<file path="config.mk">
export PLATFORM = sky130hd
export DESIGN_NAME = pia8_div
export DESIGN_NICKNAME = d
export VERILOG_FILES = /design/src/hdl/pia8_pkg.sv /design/src/hdl/pia8_div.sv
export SDC_FILE = /design/constraint.sdc
export NUM_CORES = 2
export LEC_CHECK = 0
export ABC_AREA = 1
export BUFFER_PORTS_ARGS = -buffer_cell sky130_fd_sc_hd__buf_4
export CAP_MARGIN = 30
export CORE_MARGIN = 5
export CORE_UTILIZATION = 45
export DETAILED_ROUTE_END_ITERATION = 12
export PLACE_DENSITY_LB_ADDON = 0.12
export SYNTH_ARGS = -nofsm -noshare
export SYNTH_HDL_FRONTEND = slang
export SYNTH_SLANG_ARGS = --single-unit
export TNS_END_PERCENT = 1
</file>
<file path="constraint.sdc">
create_clock -name clock -period 2.7 [get_ports clock]
set_input_delay 0.27 -clock clock [delete_from_list [all_inputs] [get_ports clock]]
set_output_delay 0.27 -clock clock [all_outputs]
set_load 0.02 [all_outputs]
</file>
<file path="src/hdl/pia8_pkg.sv">
// ----------------------------------------------------------------------------
// pia8_pkg
// shared widths, types and register indexes of the point-in-solid test
// ----------------------------------------------------------------------------
`default_nettype none

package pia8_pkg;

   localparam int CW      = 16;   // coordinate width
   localparam int DIV_MW  = 36;   // divider dividend width
   localparam int DIV_DW  = 18;   // divider divisor width
   localparam int DIV_QW  = 18;   // quotient bits, one pipeline stage each
   localparam int CSR_AW  = 6;

   typedef logic signed [CW-1:0] coord_type;

   typedef enum logic [2:0] {
      CSR_HALF_LEN = 3'd0,
      CSR_LO_A     = 3'd1,
      CSR_LO_B     = 3'd2,
      CSR_HI_A     = 3'd3,
      CSR_HI_B     = 3'd4
   } csr_idx_type;

   typedef struct packed {
      logic [14:0] half_len;
      logic [63:0] lo_a;
      logic [63:0] lo_b;
      logic [63:0] hi_a;
      logic [63:0] hi_b;
   } cfg_type;

   // interpolated cross-section handed to the scan-line stages
   typedef struct packed {
      logic                valid;
      logic                oor;
      coord_type           px;
      coord_type           py;
      coord_type [3:0]     qx;
      coord_type [3:0]     qy;
   } quad_type;

   typedef struct packed {
      logic       valid;
      logic       in_solid;
      logic [2:0] count;
   } res_type;

endpackage

`default_nettype wire

</file>
<file path="src/hdl/pia8_div.sv">
// ----------------------------------------------------------------------------
// pia8_div
// pipelined restoring divider lane, one quotient bit per stage, floor result
// ----------------------------------------------------------------------------
`default_nettype none

module pia8_div (
   input  logic                               clock,
   input  logic                               adv,
   input  logic [pia8_pkg::DIV_MW-1:0]        m,
   input  logic [pia8_pkg::DIV_DW-1:0]        d,
   input  logic                               neg,
   output logic signed [pia8_pkg::DIV_QW:0]   q
);
   localparam int MW = pia8_pkg::DIV_MW;
   localparam int DW = pia8_pkg::DIV_DW;
   localparam int QW = pia8_pkg::DIV_QW;

   logic [MW-1:0] rem_ff [QW];
   logic [DW-1:0] d_ff   [QW];
   logic [QW-1:0] q_ff   [QW];
   logic          neg_ff [QW];

   for (genvar s = 0; s < QW; s++) begin : g_stage
      logic [MW-1:0] rem_prev;
      logic [DW-1:0] d_prev;
      logic [QW-1:0] q_prev;
      logic          neg_prev;
      logic [MW-1:0] shd;
      logic          take;

      if (s == 0) begin : g_first
         assign rem_prev = m;
         assign d_prev   = d;
         assign q_prev   = '0;
         assign neg_prev = neg;
      end else begin : g_next
         assign rem_prev = rem_ff[s-1];
         assign d_prev   = d_ff[s-1];
         assign q_prev   = q_ff[s-1];
         assign neg_prev = neg_ff[s-1];
      end

      // divisor aligned to this stage's quotient bit
      assign shd  = MW'(d_prev) << (QW - 1 - s);
      assign take = rem_prev >= shd;

      always_ff @(posedge clock) begin
         if (adv) begin
            rem_ff[s] <= take ? (rem_prev - shd) : rem_prev;
            d_ff[s]   <= d_prev;
            q_ff[s]   <= {q_prev[QW-2:0], take};
            neg_ff[s] <= neg_prev;
         end
      end
   end

   // negative dividends were folded as ~n, so floor(n/d) = ~floor(~n/d)
   assign q = neg_ff[QW-1] ? signed'(~{1'b0, q_ff[QW-1]}) : signed'({1'b0, q_ff[QW-1]});

endmodule

`default_nettype wire

</file>
==> flow_summary.ini <==
[synth]
ys_warn_count = 0
synth-xor-area-share = 0.03348
synth_top_area_frac = 0.5145
synth_ff_type = edfxtp_1
ys_async_sr_fraction = 0
yosysSeqAreaShare = 0.5145
synth_commonest_cells = nand2_1 (2,107), edfxtp_1 (1,107), inv_1 (1,061)
synth_nets = 7761
muxShareOfSynthArea = 0
ys_types = 50
postSynthAreaPerCell_um2 = 8.775
yosys.area_share.simple = 0.2347
ys_ff_latch = 1107
synth_top_family_by_area = simple AND/OR/NAND/NOR gates
syn_inst = 7363
synthAdderAreaFrac = 0.06801
post-synth-top-count-cell = nand2_1
synth_area_leaders = edfxtp_1 (51%), nand2_1 (12%), ha_1 (6.3%), inv_1 (6.2%), nor2_1 (3.9%)
syn_area_um2 = 64610
yosys.area.top_type = edfxtp_1
synth_edf_count = 1107
synth_compound_area_frac = 0.07764

[floorplan]
core_area_um2 = 143100
die_y_um = 388.9
start_util = 0.4514
fp.dieW_um = 388.9
dieArea_um2 = 151300
num_io_pins = 76
num_rows = 139

[routing]
wire_per_inst_um = 19.19
dr.pass1.iters = 6
drc = 0
drt-total-wl_mm = 187.2
via_per_inst = 5.213
drtIter0Drc = 3914
vias = 50870
final_antenna_net_count = 0

[cells_and_area]
drive_above_1_share = 0.08379
stdcell_area_um2 = 73680
n_fill_cell = 13381
syn_to_final_growth_pct = 14.04
final_nets = 8152

[timing]
rsz0062_at_grt = true
hold_viol_final = 0
slew_headroom = 0.5795
min_period_over_period = 0.9673
min_period_ps = 2612
setup-tns-final_ps = 0
fmax_mhz = 382.9
final-setup-viol-count = 0
fin_worst_skew_ps = 37.07
slew_violations = 0
holdWs_ps = 248.6
tightest_slew_ps = 630.8

[clock_tree]
clk_latency_ps = 760
clock-sinks = 1107
cts_htree_levels = 4
root_buffer = clkbuf_16
path_clk_slew_ps = 60
cts_tree = done
cts_buffers = 132
cts.path.max_buffers = 3

[setup_path]
critPathArrivalTime_ps = 3080
ff2ff_path_depth = 13
regToRegSetupSlack_ps = 90
crit_buf_inv = 2
path_cells = ha_1 -> fa_1 -> inv_1 -> nand3_1 -> and2_1 -> o21ai_2 -> nand2_1 -> nand2_1 -> nand2_1 -> nand2_2 -> inv_2 -> nand2_1 -> nand2_1
critPathMaxFanout = 18
required_ps = 3170
timing.rr.end = rem_ff[1][27]
cp_slowest_cell = fa_1
worstSetupPathType = reg2reg
slowest_delay_ps = 410
worst-path-stages = 13
crit_family = simple AND/OR/NAND/NOR gates
cpMostUsedCell = nand2_1
endpoint = rem_ff[1][27]
timing.rr.start = d_ff[0][0]
cp-startpoint = d_ff[0][0]
worst_setup_path_end_kind = flip-flop
startpoint_type = flip-flop

[grt]
grt-busiest-layer = met2
grt_use_total = 0.2426
grt_pass1_vias = 48732
met3_usage = 0.02568
met2_usage = 0.4129
antenna_found_initial = 2
grt_max_degree = 97
globalRoute.totalOverflow = 0
grt_pass1_wl_mm = 284.9
gr-usage-met1 = 0.3309

[placed_design]
gp_congestion = 0.9335
port_buffers = 75
place_hpwl_mm = 149.4
place_area_um2 = 68740

[power_and_ir_drop]
p_leak_nw = 31.88
power_mw = 71.60
vdd_ir_drop_max_mv = 0.6776
power_density_nw_per_um2 = 971.8

[status]
status = complete, no violations

[hold_path]
min_path_type = in2reg

[run]
max_cap_viol_count = 0
==> area by class of cell <==
cell class	instances	area [um2]	area share
clock buffer	154	3492	0.04739
sequential	1107	33240	0.4512
antenna	2	5.005	0.00006792
multi-input combinational	5108	26850	0.3644
clock inverter	79	752.0	0.01021
tap	1903	2381	0.03231
inverter	1077	4058	0.05507
timing repair buffer	328	2902	0.03938
==> state kept, by name, indices dropped and copies added, names as in the netlist <==
register,flops
rem_ff,612
q_ff,171
neg_ff,18
d_ff,306
==> cell families (layout without fill, tap and decap cells) <==
kind of cell,Yosys count,after routing
fa+ha+maj,341,341
buf+inv,1149,1638
flops,1107,1107
xor+xnor,247,247
compound gates,910,910
simple gates,3609,3610
other cells,0,2
==> power breakdown <==
| group | switching [mW] | internal [mW] | leakage, nW |
|---|---|---|---|
| Combinational | 17.7 | 9.95 | 19.1 |
| Sequential | 2.85 | 23.6 | 10.7 |
| Clock | 7.06 | 10.5 | 2.07 |
| Total | 27.6 | 44.0 | 31.9 |
==> placed cells by master, fill, tap and decap left out, types with 17 or more instances in the layout <==
master         count
clkbuf_16        137
nand2_2           31
nand2_1         2102
dlygate4sd3_1     56
a21oi_2           22
nand4_1          161
edfxtp_1        1107
nor2_1           672
nand3_1          390
xor2_1           121
o21ai_1           39
a21oi_1          449
buf_4            247
o21bai_1          19
o21ai_2           57
nand3b_1          41
clkbuf_1          17
ha_1             321
nor4_1            18
buf_12            23
o21ai_0          278
and2_1            17
a21o_1            20
nor3_1           106
xnor2_1          126
inv_1           1061
clkinv_1          24
clkinv_2          23
==> how the worst min path moves through the flow <==
| stage | to | depth (start not counted) | slack [ps] | startpoint |
|---|---|---|---|---|
| floorplan | d_ff[0][0] | 0 | 370 | d[0] |
| global placement | neg_ff[11] | 0 | 400 | neg_ff[10] |
| detailed placement | neg_ff[4] | 0 | 400 | neg_ff[3] |
| CTS | neg_ff[0] | 2 | 170 | neg |
| global route | neg_ff[0] | 2 | 220 | neg |
| finish | neg_ff[0] | 2 | 250 | neg |
==> through the flow <==
stage	setup slack, ps	cells	utilization
2_1_floorplan	408.9	7363	-
3_3_place_gp	-98.05	9465	0.4803
3_5_place_dp	-74.26	9465	0.4803
4_1_cts	-11.78	9754	0.5139
5_1_grt	-98.16	9756	0.5147
6_report	88.33	9758	0.5148
==> metal layers <==
layer | vias up | wire (um)
li1 | 25340 | -
met1 | 23986 | 83990
met2 | 1271 | 89410
met3 | 273 | 8739
met4 | 0 | 5099
met5 | - | 0
==> repair_timing <==
action / in CTS / in global routing
hold buffers: 56 / 0
cloned: 0 / 1
resized for setup: 3 / 28
hold endpoints to repair: 73 / 0
setup endpoints to repair: 22 / 157
buffers inserted: 0 / 1
pin swaps: 1 / 2
==> worst reg2reg max path: stages, from the launching register on <==
cell and delay, ps:
edfxtp_1 390, ha_1 220, fa_1 410, inv_1 120, nand3_1 80, and2_1 210, o21ai_2 200, nand2_1 80
nand2_1 130, nand2_1 80, nand2_2 90, inv_2 160, nand2_1 110, nand2_1 90
No activity file was read; power rests on OpenSTA's default activity.
